--- src/hdl/pftr_pkg.sv ---
// Shared types and constants for the pixel format to RGB888 converter.
`timescale 1ns / 1ps

package pftr_pkg;

    // Source pixel format codes held in the format register
    typedef enum logic [1:0] {
        FMT_RGB888   = 2'd0,
        FMT_RGB565   = 2'd1,
        FMT_BGR888   = 2'd2,
        FMT_RGBA8888 = 2'd3
    } t_fmt;

    localparam int unsigned BYTE_W  = 8;
    localparam int unsigned HELD_W  = 3 * BYTE_W;
    localparam int unsigned PHASE_W = 2;

    // Index of the last byte of a source pixel
    localparam logic [PHASE_W-1:0] LAST_2B = 2'd1;
    localparam logic [PHASE_W-1:0] LAST_3B = 2'd2;
    localparam logic [PHASE_W-1:0] LAST_4B = 2'd3;

    // A whole source pixel: three held bytes plus the completing byte
    typedef struct packed {
        t_fmt              fmt;
        logic [BYTE_W-1:0] b3;
        logic [BYTE_W-1:0] b2;
        logic [BYTE_W-1:0] b1;
        logic [BYTE_W-1:0] b0;
    } t_raw_pix;

endpackage

--- src/hdl/pftr_if.sv ---
// Valid/ready channel interfaces for the raw byte input and the RGB888 output.
`timescale 1ns / 1ps

interface pftr_byte_if;
    logic       valid;
    logic       ready;
    logic [7:0] data_byte;
    logic       end_of_frame;

    modport source (output valid, output data_byte, output end_of_frame, input ready);
    modport sink   (input valid, input data_byte, input end_of_frame, output ready);
endinterface

interface pftr_pix_if;
    logic       valid;
    logic       ready;
    logic [7:0] red;
    logic [7:0] green;
    logic [7:0] blue;

    modport source (output valid, output red, output green, output blue, input ready);
    modport sink   (input valid, input red, input green, input blue, output ready);
endinterface

--- src/hdl/pftr_assemble.sv ---
// Byte phase tracking and source pixel assembly into the first pipeline stage.
`timescale 1ns / 1ps

module pftr_assemble (
    input  logic                i_clk,
    input  logic                i_rst_n,
    input  logic                i_cfg_we,
    input  logic [1:0]          i_cfg_wdata,
    pftr_byte_if.sink           i_byte,
    input  logic                i_take,
    output logic                o_s1_vld,
    output pftr_pkg::t_raw_pix  o_s1
);

    pftr_pkg::t_fmt                      r_fmt, n_fmt;
    logic [pftr_pkg::PHASE_W-1:0]        r_phase, n_phase;
    logic [pftr_pkg::HELD_W-1:0]         r_held, n_held;
    logic                                r_s1_vld, n_s1_vld;
    pftr_pkg::t_raw_pix                  r_s1;
    logic [pftr_pkg::PHASE_W-1:0]        w_last;
    logic                                w_accept;
    logic                                w_complete;

    // Stage 1 frees up when empty or when the output stage takes it
    assign i_byte.ready = !r_s1_vld || i_take;
    assign w_accept     = i_byte.valid && i_byte.ready;

    // Last byte index of the current format
    always_comb begin
        unique case (r_fmt)
            pftr_pkg::FMT_RGB565:   w_last = pftr_pkg::LAST_2B;
            pftr_pkg::FMT_RGBA8888: w_last = pftr_pkg::LAST_4B;
            pftr_pkg::FMT_RGB888,
            pftr_pkg::FMT_BGR888:   w_last = pftr_pkg::LAST_3B;
        endcase
    end

    assign w_complete = (r_phase >= w_last);

    // Phase and held byte update
    always_comb begin
        n_fmt   = r_fmt;
        n_phase = r_phase;
        n_held  = r_held;
        if (i_cfg_we) begin
            n_fmt   = pftr_pkg::t_fmt'(i_cfg_wdata);
            n_phase = '0;
            n_held  = '0;
        end else if (w_accept) begin
            if (w_complete) begin
                n_phase = '0;
                n_held  = '0;
            end else begin
                case (r_phase)
                    2'd0:    n_held[7:0]   = i_byte.data_byte;
                    2'd1:    n_held[15:8]  = i_byte.data_byte;
                    default: n_held[23:16] = i_byte.data_byte;
                endcase
                n_phase = r_phase + 2'd1;
            end
            if (i_byte.end_of_frame) begin
                n_phase = '0;
                n_held  = '0;
            end
        end
    end

    // Stage 1 valid: set on a completed pixel, cleared when taken
    always_comb begin
        if (w_accept && w_complete) begin
            n_s1_vld = 1'b1;
        end else if (i_take) begin
            n_s1_vld = 1'b0;
        end else begin
            n_s1_vld = r_s1_vld;
        end
    end

    // Control registers
    always_ff @(posedge i_clk) begin
        if (!i_rst_n) begin
            r_fmt    <= pftr_pkg::FMT_RGB888;
            r_phase  <= '0;
            r_held   <= '0;
            r_s1_vld <= 1'b0;
        end else begin
            r_fmt    <= n_fmt;
            r_phase  <= n_phase;
            r_held   <= n_held;
            r_s1_vld <= n_s1_vld;
        end
    end

    // Stage 1 payload
    always_ff @(posedge i_clk) begin
        if (w_accept && w_complete) begin
            r_s1.fmt <= r_fmt;
            r_s1.b0  <= r_held[7:0];
            r_s1.b1  <= r_held[15:8];
            r_s1.b2  <= r_held[23:16];
            r_s1.b3  <= i_byte.data_byte;
        end
    end

    assign o_s1_vld = r_s1_vld;
    assign o_s1     = r_s1;

`ifndef SYNTHESIS
    a_phase_in_range: assert property (@(posedge i_clk) disable iff (!i_rst_n)
        r_phase <= w_last)
        else $error("byte phase beyond last byte of format");

    a_cfg_clears: assert property (@(posedge i_clk) disable iff (!i_rst_n)
        i_cfg_we |=> (r_phase == '0) && (r_held == '0))
        else $error("format write did not clear pixel state");

    a_eof_clears: assert property (@(posedge i_clk) disable iff (!i_rst_n)
        (w_accept && i_byte.end_of_frame) |=> (r_phase == '0) && (r_held == '0))
        else $error("end of frame did not clear pixel state");

    a_s1_holds: assert property (@(posedge i_clk) disable iff (!i_rst_n)
        (r_s1_vld && !i_take) |=> r_s1_vld && $stable(r_s1))
        else $error("stage 1 pixel lost while stalled");
`endif

endmodule

--- src/hdl/pftr_convert.sv ---
// Component extraction, RGB565 widening and the output register.
`timescale 1ns / 1ps

module pftr_convert (
    input  logic                i_clk,
    input  logic                i_rst_n,
    input  logic                i_s1_vld,
    input  pftr_pkg::t_raw_pix  i_s1,
    output logic                o_take,
    pftr_pix_if.source          o_pix
);

    logic       r_vld;
    logic [7:0] r_red, r_green, r_blue;
    logic [7:0] n_red, n_green, n_blue;
    logic [15:0] w_word;

    // Rounded (v*255 + 15) / 31; reciprocal estimate is low by at most one
    function automatic logic [7:0] widen5(input logic [4:0] v);
        logic [12:0] x;
        logic [17:0] p;
        logic [7:0]  q;
        logic [12:0] r;
        x = 13'(v) * 13'd255 + 13'd15;
        p = 18'(x) * 18'd33;
        q = p[17:10];
        r = x - 13'(q) * 13'd31;
        if (r >= 13'd31) begin
            q = q + 8'd1;
        end
        return q;
    endfunction

    // Rounded (v*255 + 31) / 63, same correction scheme
    function automatic logic [7:0] widen6(input logic [5:0] v);
        logic [13:0] x;
        logic [19:0] p;
        logic [7:0]  q;
        logic [13:0] r;
        x = 14'(v) * 14'd255 + 14'd31;
        p = 20'(x) * 20'd65;
        q = p[19:12];
        r = x - 14'(q) * 14'd63;
        if (r >= 14'd63) begin
            q = q + 8'd1;
        end
        return q;
    endfunction

    // Output stage takes a new pixel when empty or being drained
    assign o_take = !r_vld || o_pix.ready;
    assign w_word = {i_s1.b3, i_s1.b0};

    // Format decode
    always_comb begin
        unique case (i_s1.fmt)
            pftr_pkg::FMT_RGB565: begin
                n_red   = widen5(w_word[15:11]);
                n_green = widen6(w_word[10:5]);
                n_blue  = widen5(w_word[4:0]);
            end
            pftr_pkg::FMT_BGR888: begin
                n_red   = i_s1.b3;
                n_green = i_s1.b1;
                n_blue  = i_s1.b0;
            end
            pftr_pkg::FMT_RGBA8888: begin
                n_red   = i_s1.b0;
                n_green = i_s1.b1;
                n_blue  = i_s1.b2;
            end
            pftr_pkg::FMT_RGB888: begin
                n_red   = i_s1.b0;
                n_green = i_s1.b1;
                n_blue  = i_s1.b3;
            end
        endcase
    end

    // Output valid
    always_ff @(posedge i_clk) begin
        if (!i_rst_n) begin
            r_vld <= 1'b0;
        end else if (o_take) begin
            r_vld <= i_s1_vld;
        end
    end

    // Output payload
    always_ff @(posedge i_clk) begin
        if (o_take && i_s1_vld) begin
            r_red   <= n_red;
            r_green <= n_green;
            r_blue  <= n_blue;
        end
    end

    assign o_pix.valid = r_vld;
    assign o_pix.red   = r_red;
    assign o_pix.green = r_green;
    assign o_pix.blue  = r_blue;

`ifndef SYNTHESIS
    a_out_holds: assert property (@(posedge i_clk) disable iff (!i_rst_n)
        (r_vld && !o_pix.ready) |=> r_vld && $stable({r_red, r_green, r_blue}))
        else $error("output stage accepted over a stalled pixel");

    a_load: assert property (@(posedge i_clk) disable iff (!i_rst_n)
        (o_take && i_s1_vld) |=> r_vld)
        else $error("taken pixel not shown at the output");

    a_drain: assert property (@(posedge i_clk) disable iff (!i_rst_n)
        (o_take && !i_s1_vld) |=> !r_vld)
        else $error("output valid without a pixel");
`endif

endmodule

--- src/hdl/pixel_format_to_rgb888_top.sv ---
// Top level of the pixel format to RGB888 converter.
// Usage:
//   i_byte is a valid/ready channel of raw source bytes, each with an
//   end_of_frame flag on the frame's last byte. o_pix is a valid/ready
//   channel of RGB888 pixels, one per completed source pixel.
//   i_cfg_we / i_cfg_wdata write the source format (0 rgb888, 1 rgb565
//   little endian, 2 bgr888, 3 rgba8888); a write also drops any partial
//   pixel. Write it only while no transaction is in flight.
// Throughput: one byte transaction per cycle while i_byte.ready is high,
//   set by the byte phase update; one pixel per 2 to 4 bytes by format.
// Path: a pixel's last byte is taken into the assembly register, then
//   the pixel passes RGB565 widening into the output register, which
//   drives o_pix and takes it only while not holding a stalled pixel.
// Reset: synchronous, active low; format returns to rgb888 and the byte
//   phase, held bytes and both stages' valid flags are cleared.
// Stall: while o_pix is held off, the output register keeps its pixel and
//   one more pixel waits in the assembly stage; once both are full,
//   i_byte.ready drops and no byte is taken until the output drains.
`timescale 1ns / 1ps

module pixel_format_to_rgb888_top (
    input  logic        i_clk,
    input  logic        i_rst_n,
    input  logic        i_cfg_we,
    input  logic [1:0]  i_cfg_wdata,
    pftr_byte_if.sink   i_byte,
    pftr_pix_if.source  o_pix
);

    logic               w_take;
    logic               w_s1_vld;
    pftr_pkg::t_raw_pix w_s1;

    // Byte assembly
    pftr_assemble u_assemble (
        .i_clk       (i_clk),
        .i_rst_n     (i_rst_n),
        .i_cfg_we    (i_cfg_we),
        .i_cfg_wdata (i_cfg_wdata),
        .i_byte      (i_byte),
        .i_take      (w_take),
        .o_s1_vld    (w_s1_vld),
        .o_s1        (w_s1)
    );

    // Conversion and output register
    pftr_convert u_convert (
        .i_clk    (i_clk),
        .i_rst_n  (i_rst_n),
        .i_s1_vld (w_s1_vld),
        .i_s1     (w_s1),
        .o_take   (w_take),
        .o_pix    (o_pix)
    );

endmodule

--- src/flat_wrapper.sv ---
// flat-port wrapper written by rule: the top's interface ports become plain ports
module pixel_format_to_rgb888_top_flat 
  (i_clk, i_rst_n, i_cfg_we, i_cfg_wdata, i_byte_valid, i_byte_data_byte, i_byte_end_of_frame, i_byte_ready, o_pix_valid, o_pix_red, o_pix_green, o_pix_blue, o_pix_ready);
  pftr_byte_if i_byte_i ();
  pftr_pix_if o_pix_i ();
  input  logic i_clk;
  input  logic i_rst_n;
  input  logic i_cfg_we;
  input  logic [1:0] i_cfg_wdata;
  input wire logic [$bits(i_byte_i.valid)-1:0] i_byte_valid;
  input wire logic [$bits(i_byte_i.data_byte)-1:0] i_byte_data_byte;
  input wire logic [$bits(i_byte_i.end_of_frame)-1:0] i_byte_end_of_frame;
  output wire logic [$bits(i_byte_i.ready)-1:0] i_byte_ready;
  output wire logic [$bits(o_pix_i.valid)-1:0] o_pix_valid;
  output wire logic [$bits(o_pix_i.red)-1:0] o_pix_red;
  output wire logic [$bits(o_pix_i.green)-1:0] o_pix_green;
  output wire logic [$bits(o_pix_i.blue)-1:0] o_pix_blue;
  input wire logic [$bits(o_pix_i.ready)-1:0] o_pix_ready;
  assign i_byte_i.valid = i_byte_valid;
  assign i_byte_i.data_byte = i_byte_data_byte;
  assign i_byte_i.end_of_frame = i_byte_end_of_frame;
  assign i_byte_ready = i_byte_i.ready;
  assign o_pix_valid = o_pix_i.valid;
  assign o_pix_red = o_pix_i.red;
  assign o_pix_green = o_pix_i.green;
  assign o_pix_blue = o_pix_i.blue;
  assign o_pix_i.ready = o_pix_ready;
  pixel_format_to_rgb888_top u_core (.i_clk(i_clk), .i_rst_n(i_rst_n), .i_cfg_we(i_cfg_we), .i_cfg_wdata(i_cfg_wdata), .i_byte(i_byte_i), .o_pix(o_pix_i));
endmodule
--- config.mk ---
export PLATFORM = sky130hd
export DESIGN_NAME = pixel_format_to_rgb888_top_flat
export DESIGN_NICKNAME = d
export VERILOG_FILES = /design/src/hdl/pftr_pkg.sv /design/src/hdl/pftr_if.sv /design/src/hdl/pftr_assemble.sv /design/src/hdl/pftr_convert.sv /design/src/hdl/pixel_format_to_rgb888_top.sv /design/src/flat_wrapper.sv
export SDC_FILE = /design/constraint.sdc
export NUM_CORES = 1
export LEC_CHECK = 0
export BUFFER_PORTS_ARGS = -buffer_cell sky130_fd_sc_hd__buf_4
export CAP_MARGIN = 25
export CELL_PAD_IN_SITES_DETAIL_PLACEMENT = 1
export CELL_PAD_IN_SITES_GLOBAL_PLACEMENT = 2
export CORE_ASPECT_RATIO = 0.8
export CORE_MARGIN = 4
export CORE_UTILIZATION = 45
export CTS_CLUSTER_DIAMETER = 200
export CTS_CLUSTER_SIZE = 20
export DETAILED_ROUTE_END_ITERATION = 7
export PLACE_DENSITY_LB_ADDON = 0.1
export SLEW_MARGIN = 20
export SYNTH_ARGS = -nofsm -noshare
export SYNTH_HDL_FRONTEND = slang
export SYNTH_SLANG_ARGS = --single-unit
export TNS_END_PERCENT = 30
--- constraint.sdc ---
create_clock -name i_clk -period 28 [get_ports i_clk]
set_input_delay 2.8 -clock i_clk [delete_from_list [all_inputs] [get_ports i_clk]]
set_output_delay 2.8 -clock i_clk [all_outputs]
set_load 0.01 [all_outputs]
# Yosys cells after proc, flatten, opt, wreduce, memory -nomap -nowiden
# Cells that the tools add are included.
[totals] mem_count=0 in_bits=16 ram_bits=0 reg_bits=88 wordCells=84 latch_bits=0 romBits=0 out_inout_bits=26
[op_classes] n_mul=9 n_eq_ne=8 muxes=16 reduce_logical=21 n_bitwise=1 n_shift=0 div=0 add_sub_neg=10 order_cmp=4
[op_table] cell="two-way mux 24 bit" n=2
[op_table] cell="two-way mux 8 bit" n=6
[op_table] cell="multiplier 13 x 6 -> 18 bit (second input constant)" n=2
[op_table] cell="case mux 8 bit (4 select lines)" n=1
[op_table] cell="adder 13 x 4 -> 13 bit (second input constant)" n=2
[op_table] cell="greater-or-equal comparator 13 x 5 -> 1 bit (second input constant)" n=2
[op_table] cell="multiplier 5 x 8 -> 13 bit (second input constant)" n=2
[op_table] cell="multiplier 8 x 5 -> 13 bit (second input constant)" n=2
[op_table] cell="subtractor 13 bit" n=2
[op_table] cell="adder 8 x 1 -> 8 bit (second input constant)" n=3
[op_table] cell="case mux 8 bit (3 select lines)" n=1
[op_table] cell="multiplier 14 x 7 -> 20 bit (second input constant)" n=1
[op_table] cell="case mux 8 bit (2 select lines)" n=1
[op_table] cell="adder 14 x 5 -> 14 bit (second input constant)" n=1
[op_table] cell="greater-or-equal comparator 14 x 6 -> 1 bit (second input constant)" n=1
[op_table] cell="multiplier 6 x 8 -> 14 bit (second input constant)" n=1
[op_table] cell="multiplier 8 x 6 -> 14 bit (second input constant)" n=1
[op_table] cell="subtractor 14 bit" n=1
[op_table] cell="equality test 2 bit (second input constant)" n=4
[op_table] cell="OR reduction 2 bit" n=4
[op_table] cell="equality test 2 x 1 -> 1 bit (second input constant)" n=3
[op_table] cell="zero test 2 bit" n=3
[op_table] cell="case mux 2 bit (3 select lines)" n=1
[op_table] cell="AND reduction 2 bit" n=3
[op_table] cell="12 further kinds" n=19

# Logic depth before layout (Yosys ltp)
[logic_depth] ltp_word=8 depth_mapped=46 depth_no_buf=43

# Modules after synthesis
# Synthesis repeated with hierarchy kept, for this count alone.
[hier_totals] hier_cells=1385 hier_area_um2=13291.5
[by_module_without_submodules] mod="pftr_convert" n_inst=1 cells_per_inst=1250 seq_area_each_um2=740.7 area_each_um2=11074.4
[by_module_without_submodules] mod="pftr_assemble" n_inst=1 cells_per_inst=135 seq_area_each_um2=1601.5 area_each_um2=2217.1

# Worst setup path before layout
# Ideal clock, no wire load.
[synth_path] path_type="reg-to-reg" start="reg u_core.u_assemble.r_s1 (netlist bit u_core.u_assemble.o_s1[5])" end="reg u_core.u_convert.r_green[1], in the netlist u_core.u_convert.o_pix.green[1], data pin" required_ps=27730 t_arrival_ps=10412 stages_incl_launch_ff=43 slack_ps=17318 n_path_buf=3 synth_period_minus_slack_ps=10682 setup_ps=270 path_cell_list="edfxtp_1 -> buf_2 -> inv_1 -> fa_1 -> inv_1 -> fa_1 -> inv_1 -> fa_1 -> inv_1 -> ha_1 -> ha_1 -> buf_2 -> o21ai_1 -> a21o_1 -> or4_1 -> a21o_1 -> nand2_1 -> inv_1 -> [7 not listed] -> xnor2_1 -> fa_1 -> fa_1 -> inv_1 -> fa_1 -> inv_1 -> ha_1 -> a21o_1 -> a21o_1 -> a21oi_1 -> o31ai_1 -> or3_1 -> o31ai_1 -> and4_1 -> and2_1 -> buf_2 -> mux2i_1 -> a21oi_1"
[synth_between] elab_chain_len=8 elab_cells_between_ends=9 classes_between="add/sub (3); mul (3); order compare (1); mux (2)"
[synth_lines] element="start, declared" line_no="pftr_assemble.sv:19" rtl="pftr_pkg::t_raw_pix r_s1;"
[synth_lines] element="multiplier 6 x 8 -> 14 bit (*)" line_no="pftr_convert.sv:40" rtl="x = 14'(v) * 14'd255 + 14'd31;"
[synth_lines] element="adder 14 x 5 -> 14 bit (*)" line_no="pftr_convert.sv:40"
[synth_lines] element="multiplier 14 x 7 -> 20 bit" line_no="pftr_convert.sv:41" rtl="p = 20'(x) * 20'd65;"
[synth_lines] element="multiplier 8 x 6 -> 14 bit" line_no="pftr_convert.sv:43" rtl="r = x - 14'(q) * 14'd63;"
[synth_lines] element="subtractor 14 bit" line_no="pftr_convert.sv:43"
[synth_lines] element="greater-or-equal comparator 14 x 6 -> 1 bit" line_no="pftr_convert.sv:44" rtl="if (r >= 14'd63) begin"
[synth_lines] element="two-way mux 8 bit (*)" line_no="pftr_convert.sv:44"
[synth_lines] element="case mux 8 bit (2 select lines) (*)" line_no="pftr_convert.sv:56" rtl="unique case (i_s1.fmt)"
[synth_lines] element="named net u_core.u_convert.n_green[1]" line_no="pftr_convert.sv:15" rtl="logic [7:0] n_red, n_green, n_blue;"
[synth_lines] element="end signal, assigned" line_no="pftr_convert.sv:93" rtl="r_green <= n_green;"
[synth_lines] element="end, declared" line_no="pftr_convert.sv:14" rtl="logic [7:0] r_red, r_green, r_blue;"
# The timed path passes the listed nets; every way through them passes the cells marked *.
# A chain may end at the register's enable or synchronous reset.

# Final worst setup path
# Same ends and word-level chain as after synthesis.

==> flow_summary.json <==
{
  "netlist_area_um2": 13500,
  "finalNetCount": 1850,
  "insertedDiodeCount": 0,
  "ys_warn_count": 0,
  "drive_gt1_frac": 0.0706,
  "io_buffers": 41,
  "max_freq_mhz": 79.8,
  "slowest_delay_ps": 810,
  "cts_setup_buffers": 0,
  "grt_pass1_wl_um": 60600,
  "maxSlewHeadroom": 0.303,
  "layout.cells.non_filler": 1908,
  "die_h_um": 163,
  "cp_max_fo": 13,
  "clockBufferDepth": 2,
  "worstSetupPathType": "flop to flop",
  "slowest_stage": "xnor2_1",
  "gp_congestion": 0.858,
  "synth.net_count": 1817,
  "worstPathRequired_ps": 28080,
  "synthArstFlopShare": 0,
  "via_per_inst": 5.54,
  "avgSynthCellArea_um2": 9.24,
  "crit_top_cell": "inv_1",
  "clock-sinks": 88,
  "tns_ps": 0,
  "grt_setup_unrepaired": "false",
  "grt_max_degree": 35,
  "synth_edf_count": 58,
  "ys_seq_area_frac": 0.173,
  "syn_inst": 1464,
  "grtUsageTotal": 0.227,
  "drtIter0Drc": 589,
  "finalSetupViolations": 0,
  "die_x_um": 202,
  "first_pass_iters": 5,
  "grt_overflow": 0,
  "cts_root_buf": "clkbuf_16",
  "wl_per_cell_um": 19.3,
  "ant_nets": 0,
  "cts_tree": "done",
  "drv_cap": 0,
  "clk_pin_slew_worst_paths_ps": 70,
  "grt_pass1_vias": 11302,
  "fill_cells": 3429,
  "clk_latency_ps": 350,
  "cts_resized": 0,
  "ys_ff_latch": 88,
  "dieArea_um2": 32900,
  "cts_max_level": 3,
  "post-route-min-period_ps": 12530,
  "ys.flop_type": "edfxtp_1",
  "tightest_slew_ps": 1040,
  "synth_cell_types": 88,
  "finalHoldViolations": 0,
  "endpoint_kind": "flop",
  "min_period_over_period": 0.447,
  "routed_wl_um": 36800,
  "hold_path.class": "flop to flop",
  "cts_buffers": 9,
  "status": "finished clean",
  "slew_violations": 0,
  "io_pins": 42,
  "area_delta_synth_final_pct": 8.00,
  "dp_hpwl_um": 31300,
  "start_kind": "flop",
  "skew_ps": 9.10,
  "via_count": 10573,
  "core_um2": 29500,
  "start_util": 0.459,
  "place_inst": 1891,
  "crit_arrival_ps": 12610,
  "drc": 0,
  "ctsHoldBuffers": 0,
  "antenna_found_initial": 0,
  "rows": 56
}
-- placed cells by master, fill, tap and decap left out, types with 10 or more instances in the layout --
cell type,instances
o21ai_0,48
edfxtp_1,58
dfxtp_1,30
nand3_1,26
and2_1,13
xnor2_1,69
a211oi_1,17
clkbuf_16,10
buf_4,49
a21o_1,23
nor3_1,17
a21oi_1,84
nor2b_1,13
o21a_1,11
ha_1,225
xor2_1,35
nor4_1,10
nor2_1,85
mux2i_1,22
and3_1,11
nand2b_1,18
o21ai_1,10
a22oi_1,17
inv_1,241
fa_1,112
nand4_1,11
nand2_1,68
-- area by class of cell --
class | count | area [µm²] | area share
multi-input combinational | 1106 | 10200 | 0.695
sequential | 88 | 2340 | 0.160
inverter | 242 | 908 | 0.0622
tap | 406 | 508 | 0.0348
timing repair buffer | 50 | 379 | 0.0259
clock buffer | 10 | 250 | 0.0171
clock inverter | 6 | 66.3 | 0.00454
-- path summary, 6_finish.rpt --
kind | from | endpoint | slack (ps) | cells past startpoint
worst max-delay path | u_core.u_assemble.o_s1[5] | u_core.u_convert.o_pix.green[1] | 15470 | 40
worst min register to register | u_core.u_assemble.r_held[20] | u_core.u_assemble.o_s1[20] | 430 | 0
worst max register to register | u_core.u_assemble.o_s1[5] | u_core.u_convert.o_pix.green[1] | 15470 | 40
worst min-delay path | u_core.u_assemble.r_held[20] | u_core.u_assemble.o_s1[20] | 430 | 0
-- flip-flops by register name, summed over array words and instances (netlist names) --
register / flops
u_core.u_assemble.o_s1: 34
u_core.u_assemble.r_held: 24
u_core.u_convert.o_pix.blue: 8
u_core.u_convert.o_pix.green: 8
u_core.u_convert.o_pix.red: 8
u_core.u_assemble.r_fmt: 2
u_core.u_assemble.r_phase: 2
u_core.u_assemble.o_s1_vld: 1
u_core.u_convert.o_pix.valid: 1
-- cell families after synthesis --
group / count (synthesis) / synth area share
muxes: 24 / 0.0179
and+or+nand+nor: 316 / 0.121
AOI/OAI and AO/OA: 319 / 0.163
adders and majority gates: 338 / 0.375
buffers and inverters: 270 / 0.0765
DFF: 88 / 0.173
xor gates and xnor gates: 109 / 0.0746
-- Yosys cell counts (all sizes together), types with 9 or more instances --
| master | number | area, µm² |
|---|---|---|
| a21o | 23 | 173 |
| nand2 | 68 | 255 |
| fa | 112 | 2240 |
| dfxtp | 30 | 601 |
| nor2 | 86 | 323 |
| o21ai | 58 | 290 |
| and2 | 13 | 81.3 |
| a22oi | 17 | 128 |
| nor2b | 14 | 87.6 |
| a21oi | 84 | 420 |
| clkbuf | 20 | 75.1 |
| a31oi | 10 | 68.8 |
| nor3 | 17 | 85.1 |
| edfxtp | 58 | 1740 |
| nand4 | 11 | 68.8 |
| a221oi | 9 | 85.1 |
| inv | 242 | 908 |
| and3 | 11 | 68.8 |
| nand3 | 27 | 140 |
| mux2i | 22 | 220 |
| nor4 | 10 | 62.6 |
| xnor2 | 70 | 621 |
| a211oi | 20 | 173 |
| o31ai | 11 | 101 |
| o21a | 11 | 82.6 |
| nand2b | 18 | 113 |
| ha | 225 | 2820 |
| xor2 | 38 | 367 |
-- routing by layer --
layer	up-vias	track usage	share of wire
met2	180	0.350	0.42
li1	5140	-	-
met5	-	0	0
met1	5227	0.346	0.53
met4	0	0.0326	0.011
met3	26	0.0329	0.044
-- per-stage QoR --
step                       util  worst slack [ps]  hold WS, ps  instance area (µm²)
after floorplan               -             17320          408                13500
after global placement    0.484             15780          414                14300
after detailed placement  0.484             15580          416                14300
after CTS                 0.495             15530          423                14600
after global routing      0.495             14890          443                14600
final                     0.495             15470          428                14600
-- worst max-delay path: cells and delay by family, from the launching register on --
family	cells	cell delay [ps]
mux	1	260
buf+inv	8	720
fa+ha+maj	11	5030
flops	1	710
xor+xnor	1	810
simple gates	7	2100
compound gates	12	2630
Power is left out: the tool's default activity adds up to more than one toggle a clock period on the data nets, which glitch-free logic cannot reach.
